==> src/mcpkey_pkg.sv <==
// types, constants and character tables for the authentication key extractor
package mcpkey_pkg;

   // default depth of the key buffer
   localparam int KEY_MAX_DEF = 63;
   // width of the key length field on the result channel
   localparam int KEY_LEN_W = 6;

   // prefix and key name lengths
   localparam logic [4:0] MCP_LEN  = 5'd3;
   localparam logic [4:0] INIT_LEN = 5'd7;
   localparam logic [4:0] CAN_LEN  = 5'd21;
   localparam logic [4:0] NAME_LEN = 5'd18;
   localparam logic [4:0] NAME_SAT = 5'd19;

   // special characters
   localparam logic [7:0] CH_NUL    = 8'h00;
   localparam logic [7:0] CH_SPACE  = 8'h20;
   localparam logic [7:0] CH_QUOTE  = 8'h22;
   localparam logic [7:0] CH_COLON  = 8'h3A;
   localparam logic [7:0] CH_BSLASH = 8'h5C;

   // line parser phases
   typedef enum logic [3:0] {
      PH_PREFIX,
      PH_NOTINIT,
      PH_GAP,
      PH_KEY,
      PH_AFTERCOLON,
      PH_VALSP,
      PH_CAPTURE,
      PH_SIMPLE,
      PH_QUOTED,
      PH_ESC,
      PH_DONE
   } phase_type;

   // controller states
   typedef enum logic [1:0] {
      CT_RECV,
      CT_FETCH,
      CT_EMIT
   } ctrl_state_type;

   // line classification
   typedef enum logic [1:0] {
      KIND_NONE,
      KIND_OTHER,
      KIND_INIT,
      KIND_CAN
   } line_kind_type;

   // closing status codes
   typedef enum logic [2:0] {
      ST_FOUND,
      ST_NOT_INIT,
      ST_NO_KEY,
      ST_NO_COLON,
      ST_OPEN_QUOTE
   } parse_status_type;

   // commands from controller to datapath
   typedef struct packed {
      logic take;     // input beat accepted
      logic fetch;    // read the next key byte
      logic advance;  // key byte beat taken, step to the next one
   } dp_cmd_type;

   // status from datapath to controller
   typedef struct packed {
      logic at_status;  // the next result is the closing status beat
   } dp_stat_type;

   // ascii lower case
   function automatic logic [7:0] to_lower(input logic [7:0] c);
      return (c >= 8'h41 && c <= 8'h5A) ? c + 8'd32 : c;
   endfunction

   // "#$#mcp-negotiate-can "
   function automatic logic [7:0] can_char(input logic [4:0] p);
      logic [7:0] r;
      case (p)
         5'd0:    r = 8'h23;
         5'd1:    r = 8'h24;
         5'd2:    r = 8'h23;
         5'd3:    r = 8'h6D;
         5'd4:    r = 8'h63;
         5'd5:    r = 8'h70;
         5'd6:    r = 8'h2D;
         5'd7:    r = 8'h6E;
         5'd8:    r = 8'h65;
         5'd9:    r = 8'h67;
         5'd10:   r = 8'h6F;
         5'd11:   r = 8'h74;
         5'd12:   r = 8'h69;
         5'd13:   r = 8'h61;
         5'd14:   r = 8'h74;
         5'd15:   r = 8'h65;
         5'd16:   r = 8'h2D;
         5'd17:   r = 8'h63;
         5'd18:   r = 8'h61;
         5'd19:   r = 8'h6E;
         5'd20:   r = 8'h20;
         default: r = 8'h00;
      endcase
      return r;
   endfunction

   // "#$#mcp " shares its first six characters with the negotiate prefix
   function automatic logic [7:0] init_char(input logic [4:0] p);
      return (p == 5'd6) ? CH_SPACE : can_char(p);
   endfunction

   // "authentication-key"
   function automatic logic [7:0] name_char(input logic [4:0] p);
      logic [7:0] r;
      case (p)
         5'd0:    r = 8'h61;
         5'd1:    r = 8'h75;
         5'd2:    r = 8'h74;
         5'd3:    r = 8'h68;
         5'd4:    r = 8'h65;
         5'd5:    r = 8'h6E;
         5'd6:    r = 8'h74;
         5'd7:    r = 8'h69;
         5'd8:    r = 8'h63;
         5'd9:    r = 8'h61;
         5'd10:   r = 8'h74;
         5'd11:   r = 8'h69;
         5'd12:   r = 8'h6F;
         5'd13:   r = 8'h6E;
         5'd14:   r = 8'h2D;
         5'd15:   r = 8'h6B;
         5'd16:   r = 8'h65;
         5'd17:   r = 8'h79;
         default: r = 8'h00;
      endcase
      return r;
   endfunction

endpackage

==> src/mcpkey_ctrl.sv <==
// controller: receive bytes, then fetch and hand out key beats and the status beat
module mcpkey_ctrl
   import mcpkey_pkg::*;
(
   input  logic        clock,
   input  logic        reset,
   input  logic        req_valid,
   input  logic        req_line_last,
   output logic        req_ready,
   output logic        rsp_valid,
   input  logic        rsp_ready,
   input  dp_stat_type stat,
   output dp_cmd_type  cmd
);

   ctrl_state_type state_ff;
   ctrl_state_type state_in;

   // state register
   always_ff @(posedge clock) begin
      if (reset) begin
         state_ff <= CT_RECV;
      end else begin
         state_ff <= state_in;
      end
   end

   // next state
   always_comb begin
      state_in = state_ff;
      case (state_ff)
         CT_RECV: begin
            if (req_valid && req_line_last) begin
               state_in = CT_FETCH;
            end
         end
         CT_FETCH: begin
            state_in = CT_EMIT;
         end
         CT_EMIT: begin
            if (rsp_ready) begin
               state_in = stat.at_status ? CT_RECV : CT_FETCH;
            end
         end
         default: begin
            state_in = CT_RECV;
         end
      endcase
   end

   // outputs
   always_comb begin
      req_ready   = 1'b0;
      rsp_valid   = 1'b0;
      cmd.take    = 1'b0;
      cmd.fetch   = 1'b0;
      cmd.advance = 1'b0;
      case (state_ff)
         CT_RECV: begin
            req_ready = 1'b1;
            cmd.take  = req_valid;
         end
         CT_FETCH: begin
            cmd.fetch = 1'b1;
         end
         CT_EMIT: begin
            rsp_valid   = 1'b1;
            cmd.advance = rsp_ready && !stat.at_status;
         end
         default: begin
            req_ready = 1'b0;
         end
      endcase
   end

endmodule

==> src/mcpkey_dp.sv <==
// datapath: line parser, key buffer and line summary
module mcpkey_dp
   import mcpkey_pkg::*;
#(
   parameter int KeyMax = KEY_MAX_DEF
) (
   input  logic                 clock,
   input  logic                 reset,
   input  dp_cmd_type           cmd,
   output dp_stat_type          stat,
   input  logic [7:0]           req_line_byte,
   input  logic                 req_line_last,
   output logic                 rsp_is_status,
   output logic [7:0]           rsp_key_byte,
   output logic                 rsp_run_last,
   output logic [1:0]           rsp_line_kind,
   output logic                 rsp_key_found,
   output logic [KEY_LEN_W-1:0] rsp_key_length,
   output logic [2:0]           rsp_parse_status,
   output logic                 rsp_key_truncated
);

   localparam int CW = $clog2(KeyMax + 1);
   localparam int AW = (KeyMax > 1) ? $clog2(KeyMax) : 1;
   localparam logic [CW-1:0] KEY_MAX_C = CW'(KeyMax);

   // parser state
   phase_type        phase_ff, phase_in;
   logic [4:0]       pos_ff, pos_in;
   logic             iok_ff, iok_in;
   logic             cok_ff, cok_in;
   logic             mok_ff, mok_in;
   logic             knm_ff, knm_in;
   logic [4:0]       koff_ff, koff_in;
   logic [CW-1:0]    cnt_ff, cnt_in;
   logic             ovf_ff, ovf_in;
   parse_status_type oc_ff, oc_in;
   logic             closed_ff, closed_in;
   logic             fq_ff, fq_in;
   logic             lq_ff, lq_in;

   // line summary and emission
   line_kind_type    kind_ff, kind_in;
   parse_status_type stat_ff;
   logic             trunc_ff;
   logic [CW-1:0]    len_ff, len_in;
   logic             start_ff, start_in;
   logic [CW-1:0]    k_ff;

   // key buffer
   logic [7:0]       key_mem [KeyMax];
   logic [7:0]       rd_data_ff;
   logic             wr_en;
   logic [AW-1:0]    wr_addr;
   logic [CW-1:0]    rd_addr;

   // step helpers
   logic       key_step;
   logic       begin_val;
   logic       store;
   logic [7:0] c;
   logic [7:0] lc;

   assign c  = req_line_byte;
   assign lc = to_lower(req_line_byte);

   // one byte through the parser
   always_comb begin
      phase_in  = phase_ff;
      pos_in    = pos_ff;
      iok_in    = iok_ff;
      cok_in    = cok_ff;
      mok_in    = mok_ff;
      knm_in    = knm_ff;
      koff_in   = koff_ff;
      cnt_in    = cnt_ff;
      ovf_in    = ovf_ff;
      oc_in     = oc_ff;
      closed_in = closed_ff;
      fq_in     = fq_ff;
      lq_in     = lq_ff;
      key_step  = 1'b0;
      begin_val = 1'b0;
      store     = 1'b0;
      wr_en     = 1'b0;
      wr_addr   = cnt_ff[AW-1:0];

      if (!closed_ff && c != CH_NUL) begin
         // value and key scanning
         case (phase_ff)
            PH_GAP: begin
               if (c != CH_SPACE) begin
                  phase_in = PH_KEY;
                  knm_in   = 1'b1;
                  koff_in  = 5'd0;
                  key_step = 1'b1;
               end
            end
            PH_KEY: begin
               key_step = 1'b1;
            end
            PH_AFTERCOLON: begin
               if (c == CH_SPACE) begin
                  phase_in = PH_VALSP;
               end else begin
                  knm_in    = 1'b0;
                  begin_val = 1'b1;
               end
            end
            PH_VALSP: begin
               begin_val = (c != CH_SPACE);
            end
            PH_CAPTURE: begin
               if (c == CH_SPACE) begin
                  oc_in    = ST_FOUND;
                  phase_in = PH_DONE;
               end else begin
                  store = 1'b1;
               end
            end
            PH_SIMPLE: begin
               if (c == CH_SPACE) begin
                  phase_in = PH_GAP;
               end
            end
            PH_QUOTED: begin
               if (c == CH_QUOTE) begin
                  phase_in = PH_GAP;
               end else if (c == CH_BSLASH) begin
                  phase_in = PH_ESC;
               end
            end
            PH_ESC: begin
               phase_in = PH_QUOTED;
            end
            default: begin
               phase_in = phase_ff;
            end
         endcase

         // key name characters
         if (key_step) begin
            if (c == CH_COLON) begin
               knm_in   = knm_in && (koff_in == NAME_LEN);
               phase_in = PH_AFTERCOLON;
            end else if (c == CH_SPACE) begin
               oc_in    = ST_NO_COLON;
               phase_in = PH_DONE;
            end else begin
               if (koff_in >= NAME_LEN || lc != name_char(koff_in)) begin
                  knm_in = 1'b0;
               end
               if (koff_in < NAME_SAT) begin
                  koff_in = koff_in + 5'd1;
               end
            end
         end

         // first character of a value
         if (begin_val) begin
            if (knm_in) begin
               phase_in = PH_CAPTURE;
               store    = 1'b1;
            end else if (c == CH_QUOTE) begin
               phase_in = PH_QUOTED;
            end else begin
               phase_in = PH_SIMPLE;
            end
         end

         // key buffer write
         if (store) begin
            if (cnt_ff < KEY_MAX_C) begin
               wr_en = 1'b1;
               if (cnt_ff == '0) begin
                  fq_in = (c == CH_QUOTE);
               end
               lq_in  = (c == CH_QUOTE);
               cnt_in = cnt_ff + CW'(1);
            end else begin
               ovf_in = 1'b1;
            end
         end

         // prefix comparison
         if (pos_ff < CAN_LEN) begin
            if (pos_ff < INIT_LEN && lc != init_char(pos_ff)) begin
               iok_in = 1'b0;
            end
            if (lc != can_char(pos_ff)) begin
               cok_in = 1'b0;
            end
            if (pos_ff < MCP_LEN && c != init_char(pos_ff)) begin
               mok_in = 1'b0;
            end
            pos_in = pos_ff + 5'd1;
            if (phase_in == PH_PREFIX && pos_in == INIT_LEN) begin
               phase_in = iok_in ? PH_GAP : PH_NOTINIT;
            end
         end
      end

      // end of line text
      if (!closed_ff && (c == CH_NUL || req_line_last)) begin
         case (phase_in)
            PH_PREFIX, PH_NOTINIT: oc_in = ST_NOT_INIT;
            PH_KEY:                oc_in = ST_NO_COLON;
            PH_VALSP:              oc_in = knm_in ? ST_FOUND : ST_NO_KEY;
            PH_CAPTURE:            oc_in = ST_FOUND;
            PH_QUOTED, PH_ESC:     oc_in = ST_OPEN_QUOTE;
            PH_DONE:               oc_in = oc_in;
            default:               oc_in = ST_NO_KEY;
         endcase
         phase_in  = PH_DONE;
         closed_in = 1'b1;
      end
   end

   // line summary at the last byte
   always_comb begin
      if (pos_in >= INIT_LEN && iok_in) begin
         kind_in = KIND_INIT;
      end else if (pos_in >= CAN_LEN && cok_in) begin
         kind_in = KIND_CAN;
      end else if (pos_in >= MCP_LEN && mok_in) begin
         kind_in = KIND_OTHER;
      end else begin
         kind_in = KIND_NONE;
      end
      start_in = 1'b0;
      len_in   = (oc_in == ST_FOUND) ? cnt_in : '0;
      if (oc_in == ST_FOUND && !ovf_in && cnt_in > CW'(1) && fq_in && lq_in) begin
         start_in = 1'b1;
         len_in   = cnt_in - CW'(2);
      end
   end

   // parser registers, cleared again after each line
   always_ff @(posedge clock) begin
      if (reset || (cmd.take && req_line_last)) begin
         phase_ff  <= PH_PREFIX;
         pos_ff    <= '0;
         iok_ff    <= 1'b1;
         cok_ff    <= 1'b1;
         mok_ff    <= 1'b1;
         knm_ff    <= 1'b1;
         koff_ff   <= '0;
         cnt_ff    <= '0;
         ovf_ff    <= 1'b0;
         oc_ff     <= ST_FOUND;
         closed_ff <= 1'b0;
      end else if (cmd.take) begin
         phase_ff  <= phase_in;
         pos_ff    <= pos_in;
         iok_ff    <= iok_in;
         cok_ff    <= cok_in;
         mok_ff    <= mok_in;
         knm_ff    <= knm_in;
         koff_ff   <= koff_in;
         cnt_ff    <= cnt_in;
         ovf_ff    <= ovf_in;
         oc_ff     <= oc_in;
         closed_ff <= closed_in;
      end
   end

   // summary and emission counter
   always_ff @(posedge clock) begin
      if (cmd.take) begin
         fq_ff <= fq_in;
         lq_ff <= lq_in;
      end
      if (cmd.take && req_line_last) begin
         kind_ff  <= kind_in;
         stat_ff  <= oc_in;
         trunc_ff <= ovf_in;
         len_ff   <= len_in;
         start_ff <= start_in;
         k_ff     <= '0;
      end else if (cmd.advance) begin
         k_ff <= k_ff + CW'(1);
      end
   end

   assign stat.at_status = (k_ff == len_ff);
   assign rd_addr        = CW'(start_ff) + k_ff;

   // key buffer: one write port, one registered read port
   always_ff @(posedge clock) begin
      if (cmd.take && wr_en) begin
         key_mem[wr_addr] <= c;
      end
      if (cmd.fetch && !stat.at_status) begin
         rd_data_ff <= key_mem[rd_addr[AW-1:0]];
      end
   end

   // result beat
   assign rsp_is_status     = stat.at_status;
   assign rsp_key_byte      = stat.at_status ? 8'h00 : rd_data_ff;
   assign rsp_run_last      = stat.at_status;
   assign rsp_line_kind     = kind_ff;
   assign rsp_key_found     = (stat_ff == ST_FOUND);
   assign rsp_key_length    = KEY_LEN_W'(len_ff);
   assign rsp_parse_status  = stat_ff;
   assign rsp_key_truncated = trunc_ff;

endmodule

==> src/mcp_auth_key_extractor.sv <==
// top level of the authentication key extractor
//
// Input channel req_*: one line byte per beat, req_line_last on the final byte.
// Bytes are taken one per cycle; the parser keeps the line kind, the parse state
// and the authentication-key value (up to KeyMax bytes) in its key buffer.
// Result channel rsp_*: after the last byte of a line the block sends the key
// bytes, quotes stripped, then one status beat with rsp_run_last set. All
// summary fields are the same on every beat of a run.
// Sequencing: the last byte taken moves the controller from CT_RECV to CT_FETCH
// and then to CT_EMIT. Every result beat, the status beat included, passes
// through CT_FETCH (a key buffer read, for key bytes only) and then CT_EMIT
// (one beat out). req_ready is low while a line's results drain.
// Reset (synchronous) drops any line in progress and any pending results;
// the block then waits for the first byte of a new line.
// A stalled receiver holds the current beat stable, and no input is taken
// until the status beat has gone.
module mcp_auth_key_extractor
   import mcpkey_pkg::*;
#(
   parameter int KeyMax = KEY_MAX_DEF
) (
   input  logic                 clock,
   input  logic                 reset,
   input  logic                 req_valid,
   output logic                 req_ready,
   input  logic [7:0]           req_line_byte,
   input  logic                 req_line_last,
   output logic                 rsp_valid,
   input  logic                 rsp_ready,
   output logic                 rsp_is_status,
   output logic [7:0]           rsp_key_byte,
   output logic                 rsp_run_last,
   output logic [1:0]           rsp_line_kind,
   output logic                 rsp_key_found,
   output logic [KEY_LEN_W-1:0] rsp_key_length,
   output logic [2:0]           rsp_parse_status,
   output logic                 rsp_key_truncated
);

   dp_cmd_type  cmd;
   dp_stat_type stat;

   // sequencing
   mcpkey_ctrl u_ctrl (
      .clock         (clock),
      .reset         (reset),
      .req_valid     (req_valid),
      .req_line_last (req_line_last),
      .req_ready     (req_ready),
      .rsp_valid     (rsp_valid),
      .rsp_ready     (rsp_ready),
      .stat          (stat),
      .cmd           (cmd)
   );

   // parsing and key storage
   mcpkey_dp #(
      .KeyMax (KeyMax)
   ) u_dp (
      .clock             (clock),
      .reset             (reset),
      .cmd               (cmd),
      .stat              (stat),
      .req_line_byte     (req_line_byte),
      .req_line_last     (req_line_last),
      .rsp_is_status     (rsp_is_status),
      .rsp_key_byte      (rsp_key_byte),
      .rsp_run_last      (rsp_run_last),
      .rsp_line_kind     (rsp_line_kind),
      .rsp_key_found     (rsp_key_found),
      .rsp_key_length    (rsp_key_length),
      .rsp_parse_status  (rsp_parse_status),
      .rsp_key_truncated (rsp_key_truncated)
   );

endmodule

==> config.mk <==
export PLATFORM = sky130hd
export DESIGN_NAME = mcp_auth_key_extractor
export DESIGN_NICKNAME = d
export VERILOG_FILES = /design/src/mcpkey_pkg.sv /design/src/mcpkey_ctrl.sv /design/src/mcpkey_dp.sv /design/src/mcp_auth_key_extractor.sv
export SDC_FILE = /design/constraint.sdc
export NUM_CORES = 1
export LEC_CHECK = 0
export BUFFER_PORTS_ARGS = -buffer_cell sky130_fd_sc_hd__buf_2
export CAP_MARGIN = 20
export CORE_MARGIN = 4
export CORE_UTILIZATION = 44
export CTS_CLUSTER_DIAMETER = 120
export DETAILED_ROUTE_END_ITERATION = 8
export PLACE_DENSITY = 0.71
export SKIP_LAST_GASP = 1
export SLEW_MARGIN = 10
export SYNTH_ARGS = -nofsm -noshare
export SYNTH_HDL_FRONTEND = slang
export SYNTH_SLANG_ARGS = --single-unit
==> constraint.sdc <==
create_clock -name clock -period 7.85 [get_ports clock]
set_clock_uncertainty 0.2 [all_clocks]
set_input_delay 0.785 -clock clock [delete_from_list [all_inputs] [get_ports clock]]
set_output_delay 0.785 -clock clock [all_outputs]
set_load 0.02 [all_outputs]
### Yosys cells after proc, flatten, opt, wreduce, memory -nomap -nowiden

Memories as Yosys holds them, arrays and structs flattened. A register that Yosys moved wholly into a read port is not among the register bits.
Index checks and enable logic that the tools add are counted.

| cells by class | value |
|---|---|
| add/sub/neg operators | 7 |
| $mul | 0 |
| divide/modulo/power cells | 0 |
| order comparisons | 12 |
| equal/unequal tests | 32 |
| shift operators | 0 |
| mux-type cells | 120 |
| bitwise logic cells | 0 |
| reductions and logical operators | 39 |

Operators by type and width:

| operator | number |
|---|---|
| $mux 8 | 14 |
| $mux 5 | 15 |
| $mux 4 | 17 |
| $mux 1 | 52 |
| $ne 8x8->1 | 4 |
| $mux 6 | 5 |
| $eq 4x3->1 const B | 6 |
| $eq 8x6->1 const B | 3 |
| $pmux 4 s6 | 1 |
| $mux 3 | 7 |
| $eq 4x4->1 const B | 5 |
| $logic_and 1x1->1 | 19 |
| $pmux 3 s6 | 1 |
| $add 6x1->6 const B | 2 |
| $eq 4x2->1 const B | 3 |
| $add 5x1->5 const B | 2 |
| $eq 5x3->1 const B | 2 |
| $ge 5x5->1 const B | 2 |
| $lt 5x5->1 const B | 2 |
| $add 8x6->8 const B | 1 |
| $eq 8x7->1 const B | 1 |
| $ge 8x7->1 const B | 1 |
| $le 8x7->1 const B | 1 |
| $logic_not 4->1 | 2 |
| other kinds (28) | 42 |

| word-level totals | value |
|---|---|
| flip-flop bits (word level) | 52 |
| bits in latches | 0 |
| RAM bits | 504 |
| ROM bits | 896 |
| input port bits | 13 |
| output and inout bits | 25 |
| memories | 5 |

Memory list:

| memory | words | width | read ports | clocked after Yosys merged registers in | write ports | line | RTL |
|---|---|---|---|---|---|---|---|
| u_dp.key_mem | 63 | 8 | 1 | 1 | 1 | mcpkey_dp.sv:51 | `logic [7:0] key_mem [KeyMax];` |
| (no name shown) | 32 | 7 | 1 | 0 | 0 | mcpkey_pkg.sv:117 | `case (p)` |
| (no name shown) | 32 | 7 | 1 | 1 | 0 | mcpkey_pkg.sv:82 | `case (p)` |
| (no name shown) | 32 | 7 | 1 | 1 | 0 | mcpkey_pkg.sv:82 |  |
| (no name shown) | 32 | 7 | 1 | 1 | 0 | mcpkey_pkg.sv:82 |  |

### Depth between registers and ports, before layout

Gate-level depths: netlist of the first run.
An unclocked memory read counts as a cell.

| depth | value |
|---|---|
| depth in word-level cells | 34 |
| depth in mapped cells | 18 |

### Hierarchy

Synthesis of the first run repeated with hierarchy kept, for this count alone.

| second synthesis, totals | value |
|---|---|
| cells, all modules | 1473 |
| area, all modules | 24631.1 um^2 |

By module, submodules not included:

| module | instances | cells each | area an instance (um^2) | seq. area each (um^2) |
|---|---|---|---|---|
| mcpkey_dp | 1 | 1460 | 24507.3 | 16666.0 |
| mcpkey_ctrl | 1 | 13 | 123.9 | 40.0 |

### Worst setup path after synthesis of the first run

Ideal clock, no wire load.

| path | value |
|---|---|
| path type | input to register |
| start point | input req_line_byte[4] |
| end point | register u_dp.len_ff[3], in the netlist u_dp.rsp_key_length[3] (data pin) |
| library setup time | 190 ps |
| data arrival time | 3876 ps |
| data required time | 7460 ps |
| setup slack | 3584 ps |
| cell stages on the path | 17 |
| cells stage by stage | buf_2 nor3_2 buf_4 a31o_1 buf_2 and2_1 ha_1 or3b_2 a21oi_1 nor3_1 xnor2_1 nor4b_2 nand4_1 o2bb2ai_1 a311o_1 buf_6 a2111oi_2 |

| on the way | value |
|---|---|
| longest elaborated chain between the ends | 34 |

RTL lines:

| what | line | RTL |
|---|---|---|
| start: declaration | mcp_auth_key_extractor.sv:26 | `input logic [7:0] req_line_byte,` |
| $ne 8x6->1 | mcpkey_dp.sv:92, mcpkey_dp.sv:111 |  |
| $mux 5 | mcpkey_dp.sv:92 | `if (c != CH_SPACE) begin` |
| $mux 5 | mcpkey_dp.sv:90 | `case (phase_ff)` |
| $mux 5 | mcpkey_dp.sv:88 | `if (!closed_ff && c != CH_NUL) begin` |
| $mem_v2 32x7 | - |  |
| $mux 8 | mcpkey_dp.sv:146 | `end else if (c == CH_SPACE) begin` |
| $mux 8 | mcpkey_dp.sv:143 | `if (c == CH_COLON) begin` |
| $mux 8 | mcpkey_dp.sv:142 | `if (key_step) begin` |
| [... 17 more ...] | - |  |
| $reduce_or 2->1 | mcpkey_dp.sv:205 | `case (phase_in)` |
| $pmux 3 s6 | mcpkey_dp.sv:205 |  |
| $mux 3 (*) | mcpkey_dp.sv:204 | `if (!closed_ff && (c == CH_NUL \|\| req_line_last)) begin` |
| named net u_dp.oc_in[1] | mcpkey_dp.sv:37 | `parse_status_type oc_ff, oc_in;` |
| $logic_not 3->1 (*) | mcpkey_dp.sv:231, mcpkey_dp.sv:232 |  |
| $logic_and 1x1->1 (4 in a row) | mcpkey_dp.sv:232 | `if (oc_in == ST_FOUND && !ovf_in && cnt_in > CW'(1) && fq_in && lq_in) begin` |
| $mux 6 (*) | mcpkey_dp.sv:232 |  |
| named net u_dp.len_in[3] | mcpkey_dp.sv:46 | `logic [CW-1:0] len_ff, len_in;` |
| end signal: assignment | mcpkey_dp.sv:277 | `len_ff <= len_in;` |
| end: declaration | mcpkey_dp.sv:46 |  |

The timed path passes the listed nets; every way through them passes the cells marked *. The select of a mux whose other input is x is not followed.
A chain may end at the register's enable or synchronous reset.

### Worst setup path after layout of the first run

| path | value |
|---|---|
| start point | input req_line_byte[6] |
| end point | register u_dp.len_ff[2], in the netlist u_dp.rsp_key_length[2] (data pin) |

| on the way | value |
|---|---|
| longest elaborated chain between the ends | 34 |

RTL lines:

| what | line |
|---|---|
| $ne 8x6->1 | mcpkey_dp.sv:92, mcpkey_dp.sv:111 |
| $mux 5 | mcpkey_dp.sv:92 |
| $mux 5 | mcpkey_dp.sv:90 |
| $mux 5 | mcpkey_dp.sv:88 |
| $mem_v2 32x7 | - |
| $mux 8 | mcpkey_dp.sv:146 |
| $mux 8 | mcpkey_dp.sv:143 |
| $mux 8 | mcpkey_dp.sv:142 |
| [... 16 more ...] | - |
| $eq 4x4->1, or another cell as far along | mcpkey_dp.sv:205 |
| $reduce_or 2->1 | mcpkey_dp.sv:205 |
| $pmux 3 s6 | mcpkey_dp.sv:205 |
| $mux 3 | mcpkey_dp.sv:204 |
| $logic_not 3->1 | mcpkey_dp.sv:231, mcpkey_dp.sv:232 |
| $logic_and 1x1->1 (4 in a row) | mcpkey_dp.sv:232 |
| $mux 6 (*) | mcpkey_dp.sv:232 |
| named net u_dp.len_in[2] | mcpkey_dp.sv:46 |

Marks and branches as above.

==> impl_metrics.yaml, run 1 <==
status:
  status: "finished, final reports clean"
drt:
  initialDrtViolationCount: 1707
  vias_per_cell: 5.94
  routed_wl_mm: 56.2
  dr.pass1.iters: 5
  wl_per_cell_um: 24.8
  antenna_left: 0
  vias: 13481
  drcViolationCount: 0
timing:
  slew_headroom_pct: 22.6
  tightest_slew_ns: 1.16
  period_share_pct: 61.5
  grt_setup_unrepaired: "no"
  min_period_ns: 4.83
  finalSetupViolCount: 0
  max_freq_mhz: 207
  hold_violations: 0
  fin_setup_tns_ns: 0
  finalMaxSlewViolations: 0
cts:
  cts-htree-levels: 2
  cts.sinks: 571
  ctsResizeCount: 0
  post-cts-setup-buffer-count: 0
  cts_buffer_depth: 3
  insertion_delay_ns: 0.59
  cts_hold_buffers: 0
  cts_buffers: 55
  cts-root-buf: "clkbuf_16"
  cts_tree: "done"
  clkTransAtPathRegs_ns: 0.06
global_routing:
  grt_use_total_pct: 18.8
  grt-ovfl-total: 0
  grt_max_degree: 103
  grt_pass1_vias: 13043
  antenna_found_initial: 2
  grt_pass1_wl_mm: 85.0
synth:
  synth_compound_area_share_pct: 4.91
  syn_inst: 1448
  synth-xor-area-share_pct: 1.21
  synth_top_family_by_area: "multiplexers"
  synth_edf_count: 527
  synth_area_mm2: 0.0246
  synthArstFlopShare_pct: 0
  synth_cell_type_count: 93
  synth_nets: 1482
  synth_seq_area_share_pct: 67.8
  synthMuxAreaShare_pct: 15.5
  yosys.area_share.simple_pct: 7.73
  synth-main-ff-cell: "edfxtp_1"
  avgSynthCellArea_um2: 17.0
  yosys_warnings: 0
  synthAdderAreaFrac_pct: 1.07
  ys_ff_latch: 571
die:
  dieArea_mm2: 0.0599
  ios: 38
  row_count: 86
  dieHeight_um: 245
  core_mm2: 0.0553
  initial_core_util_pct: 44.6
  die_x_um: 245
worst_setup_path:
  criticalPathCategory: "in2reg"
  cp_slowest_cell: "nor3b_4"
  critPathRequiredTime_ns: 8.05
  path_cells: "buf_2, nor3b_4, a31o_1, nand2_1, ha_1, or3b_2, a21oi_1, nor3_1, xnor2_1, nor4b_2, nand4_1, o2bb2ai_1, a311o_1, nor4_2"
  cp_max_fo: 19
  cp-end-kind: "register"
  cp.arrival_ns: 5.03
  cpPeakStageDelay_ns: 0.64
  start_kind: "input pin"
min_path:
  hp-class: "in2reg"
place:
  place.detailed.hpwl_mm: 34.0
  dp_cells: 2167
  io_buffer_count: 37
  gp_congestion: 0.834
cells_and_area:
  syn2layout_area_growth_pct: 11.3
  post_layout_nonfiller_instances: 2271
  fin_nets: 1510
  drive_above_1_share_pct: 22.9
power:
  leakage_nw: 8.63
  vdd_ir_drop_max_mv: 0.198
  p_per_area_mw_per_mm2: 241
run:
  max-cap-violations: 0
==> cells in the final DEF, fill, tap and decap left out, drive strengths merged, types with 7 or more instances in the layout <==
cell,instances
edfxtp,527
mux4,160
nor2,130
clkbuf,71
nand2,64
buf,56
dfxtp,44
a21oi,40
o21ai,34
nand3,29
inv,28
xnor2,22
ha,21
nor3,21
nand2b,20
clkinv,19
mux2i,16
and2,16
a31oi,13
nand4,12
xor2,12
nor4,12
a211oi,9
or2,9
and3,8
o31ai,8
nor3b,7
==> cell type report <==
class                           instances  area (µm²)
Tap cell                              748         936
Antenna cell                            1        2.50
Clock buffer                           71        1470
Inverter                               26        97.6
Multi-Input combinational cell        766        7540
Fill cell                            4501       27900
Sequential cell                       571       16700
Clock inverter                         32         338
Timing Repair Buffer                   56         340
==> per-layer routing <==
layer	wire length (µm)	part of all wire [%]	track usage, %
met1	23700	42	27.7
met2	26300	47	28.8
met3	5020	8.9	4.09
met4	1140	2.0	4.61
met5	0	0	0
==> state kept, by name, summed over array words and instances (netlist names), 2 cells and up, named ones only <==
name	cells
u_ctrl.state_ff	2
u_dp.cnt_ff	6
u_dp.k_ff	6
u_dp.key_mem	504
u_dp.koff_ff	5
u_dp.oc_ff	3
u_dp.phase_ff	4
u_dp.pos_ff	5
u_dp.rd_data_ff	8
u_dp.rsp_key_length	6
u_dp.rsp_line_kind	2
u_dp.rsp_parse_status	3
==> worst max-delay path, delay by kind of cell <==
kind                       cells  cell delay (ns)
and+or+nand+nor                7             2.13
AOI/OAI and AO/OA              4             1.41
buffers and inverters          1             0.26
adders and majority gates      1             0.24
xor gates and xnor gates       1             0.16
==> logic make-up after synthesis <==
group,Yosys count
compound gates,166
xor+xnor,34
fa+ha+maj,21
buf+inv,111
flops,571
mux,180
simple gates,365
==> power by group <==
| part | internal (mW) | leakage [nW] | total (mW) | switching, mW |
|---|---|---|---|---|
| combinational | 0.275 | 2.65 | 0.629 | 0.354 |
| clock | 1.52 | 0.872 | 2.63 | 1.11 |
| sequential | 3.34 | 5.10 | 3.36 | 0.0206 |
==> synth_stat cells, types with 13 or more instances <==
master	instances	share of area [%]
edfxtp_1	527	64
mux4_2	160	15
nor2_1	129	2.0
nand2_1	64	0.97
clkbuf_1	50	0.76
dfxtp_1	44	3.6
a21oi_1	40	0.81
o21ai_0	31	0.63
nand3_1	29	0.59
inv_1	22	0.34
xnor2_1	22	0.78
ha_1	21	1.1
nand2b_1	20	0.51
nor3_1	19	0.39
buf_1	17	0.26
and2_1	16	0.41
mux2i_1	16	0.65
buf_2	13	0.26
==> path summary, 6_finish.rpt <==
path,slack [ns],endpoint,cells after the start,from
worst max-delay path,3.02,u_dp.rsp_key_length[2],14,req_line_byte[6]
worst min-delay path,0.24,u_ctrl.state_ff[1],2,reset
worst max register to register,3.04,u_dp.rsp_key_length[2],13,u_dp.phase_ff[1]
worst min register to register,0.26,u_dp.cok_ff,2,u_dp.cok_ff
==> metrics by stage <==
| stage | power [mW] | hold WS [ns] | instance area (µm²) | util (%) | setup WS [ns] |
|---|---|---|---|---|---|
| 2_1_floorplan | 3.85 | 0.231 | 24600 | - | 3.58 |
| 3_3_place_gp | 4.05 | 0.247 | 25600 | 46.3 | 2.59 |
| 3_5_place_dp | 4.06 | 0.249 | 25600 | 46.3 | 2.46 |
| 4_1_cts | 6.66 | 0.214 | 27400 | 49.6 | 3.03 |
| 5_1_grt | 6.84 | 0.231 | 27400 | 49.6 | 2.82 |
| 6_report | 6.62 | 0.241 | 27400 | 49.6 | 3.02 |
(Power assumes the default switching activity.)
==> run 2, diff against run 1 <==
--- a/config.mk
+++ b/config.mk
@@ -5,6 +5,7 @@
 export SDC_FILE = /design/constraint.sdc
 export NUM_CORES = 1
 export LEC_CHECK = 0
+export ABC_AREA = 1
 export BUFFER_PORTS_ARGS = -buffer_cell sky130_fd_sc_hd__buf_2
 export CAP_MARGIN = 20
 export CORE_MARGIN = 4
==> constraint.sdc (replaced) <==
create_clock -name clock -period 4.85 [get_ports clock]
set_clock_uncertainty 0.2 [all_clocks]
set_input_delay 0.485 -clock clock [delete_from_list [all_inputs] [get_ports clock]]
set_output_delay 0.485 -clock clock [all_outputs]
set_load 0.02 [all_outputs]
==> run 2 against run 1 <==
Sequential share of layout area down 2.0 points. Core utilization up 1.5 points. Critical path depth up 17. Sequential power up 63%. Sequential cell count unchanged. Non-clock buffer count up 106. Register-to-register slack worse by 2.5 ns. Via count up 35%. Die area up 0.76%.
==> impl_metrics.yaml, run 2 <==
status:
  status: "finished, final reports clean"
min_path:
  hp-class: "in2reg"
  hold_depth: 3
cells_and_area:
  final_cell_mix: "edfxtp_1, nor2_1, o21ai_0"
  diodes: 0
  drive_above_1_share_pct: 12.2
  reg_top3: "u_dp.key_mem (504), u_dp.rd_data_ff (8)"
  layout_commonest_cell: "edfxtp_1"
  largest_reg_flops: 504
  syn2layout_area_growth_pct: 14.2
  top_register: "u_dp.key_mem"
  fin_nets: 2372
  postLayoutCellArea_mm2: 0.0284
global_routing:
  grt_use_total_pct: 21.7
  grt_pass1_vias: 17418
  grt_max_degree: 129
  antenna_found_initial: 0
  grt-ovfl-total: 0
  grt_pass1_wl_mm: 102
die:
  dieArea_mm2: 0.0603
  ios: 38
  core_mm2: 0.0555
  dieHeight_um: 246
  row_count: 86
  die_x_um: 246
  initial_core_util_pct: 44.7
place:
  place.detailed.hpwl_mm: 42.1
  dp_slack_ns: 0.179
  io_buffer_count: 37
  placed_cell_area_mm2: 0.0265
  gp_congestion: 0.966
synth:
  ys_ff_latch: 571
  synthMostInstantiatedCell: "edfxtp_1"
  synth_edf_count: 527
  syn_inst: 2234
  synthAdderAreaFrac_pct: 1.06
  synth_compound_area_share_pct: 13.9
  synth_cell_type_count: 55
  synth-xor-area-share_pct: 0.635
  synthMuxAreaShare_pct: 0
  avgSynthCellArea_um2: 11.1
  synth_area_mm2: 0.0248
  synth_top_family_by_area: "compound AO/OA/AOI/OAI gates"
  synth-main-ff-cell: "edfxtp_1"
  yosys_warnings: 0
  yosys-top-cells-area: "edfxtp_1, o21ai_0, nor2_1"
  synth_common_cells: "edfxtp_1, nor2_1, o21ai_0"
  yosys.area.top_type: "edfxtp_1"
  netlist.area_leader.share_pct: 63.7
  synthArstFlopShare_pct: 0
  yosys.area_share.simple_pct: 13.1
  synth_seq_area_share_pct: 67.2
  synth_nets: 2268
worst_setup_path:
  crit_path_frequent_cell: "nand2_1"
  cp_slowest_cell: "dfxtp_1"
  start_kind: "register"
  reg2regPathDepth: 31
  critPathRequiredTime_ns: 4.97
  crit_buf_inv: 10
  cpPeakStageDelay_ns: 0.48
  cp_max_fo: 9
  crit_family: "simple AND/OR/NAND/NOR gates"
  rrSetupSlack_ns: 0.50
  criticalPathCategory: "reg2reg"
  cp.arrival_ns: 4.46
  cp-end-kind: "register"
  path_depth: 31
timing:
  finalMaxSlewViolations: 0
  hold_violations: 0
  slew_headroom_pct: 33.9
  fin_setup_tns_ns: 0
  max_freq_mhz: 230
  finalSetupViolCount: 0
  holdWs_ns: 0.0440
  tightest_slew_ns: 0.991
  period_share_pct: 89.6
  fin_ws_ns: 0.504
  min_period_ns: 4.35
  grt_setup_unrepaired: "no"
drt:
  drcViolationCount: 0
  wl_per_cell_um: 21.4
  antenna_left: 0
  vias: 18159
  vias_per_cell: 5.81
  routed_wl_mm: 66.9
  initialDrtViolationCount: 2247
  dr.pass1.iters: 6
cts:
  insertion_delay_ns: 0.61
  cts-root-buf: "clkbuf_16"
  cts.sinks: 571
  cts_buffer_depth: 3
  cts_buffers: 55
  clkTransAtPathRegs_ns: 0.06
  cts-htree-levels: 2
  cts_tree: "done"
power:
  p_per_area_mw_per_mm2: 405
  vdd_ir_drop_max_mv: 0.271
  leakage_nw: 9.98
run:
  max-cap-violations: 0
[run 2: cell count changes after synthesis, moves of 58 or more]
cell and change:
mux4_2 -160, o22ai_1 +67, nand3_1 +69, nor2_1 +252
inv_1 +113, o21ai_0 +282, nand2_1 +156, clkbuf_1 +58
[run 2: cell families (layout without fill, tap and decap cells)]
family	Yosys count	after routing
simple gates	772	772
compound gates	584	584
flops	571	571
buf+inv	268	413
fa+ha+maj	21	21
xor+xnor	18	18
[run 2: power by group]
group          switching [mW]  internal [mW]  total [mW]
sequential             0.0518           5.43        5.48
clock                    1.80           2.50        4.31
combinational            1.22          0.487        1.71
[run 2: tightest hold or removal path, stage by stage]
cell and delay (ns):
buf_2 0.10, a21oi_1 0.15, a211oi_1 0.06
[run 2: metal layers]
layer | vias up | part of all wire, % | GRT usage, %
met5 | - | 0 | 0
met4 | 0 | 3.1 | 7.21
met3 | 143 | 9.9 | 4.82
met2 | 919 | 47 | 35.1
met1 | 8818 | 40 | 29.3
li1 | 8279 | - | -
[run 2: path summary, 6_finish.rpt]
kind                         start                   to
setup / recovery  u_dp.phase_ff[0]  u_dp.key_mem[37][6]
hold / removal           req_valid   u_ctrl.state_ff[0]
setup reg to reg  u_dp.phase_ff[0]  u_dp.key_mem[37][6]
hold reg to reg        u_dp.ovf_ff          u_dp.ovf_ff
[run 2: area by class of cell]
class / count / area (µm²)
clock buffer: 66 / 1420
clock inverter: 32 / 378
fill: 4752 / 27100
inverter: 153 / 584
multi-input combinational: 1395 / 7150
sequential: 571 / 16700
tap: 748 / 936
timing repair buffer: 162 / 1210
[run 2: what timing repair did]
item | CTS | global route
hold endpoints to repair | 2 | 0
setup endpoints to repair | 0 | 0
gates resized for setup | 0 | 0
hold buffers | 3 | 0
setup buffers | 0 | 0
[run 2: metrics by stage]
stage	utilization (%)	cells	power, mW
4_1_cts	51.1	3126	11.5
3_5_place_dp	47.8	3025	7.26
2_1_floorplan	-	2234	6.66
6_report	51.1	3127	11.5
5_1_grt	51.1	3127	11.9
3_3_place_gp	47.8	3025	7.22
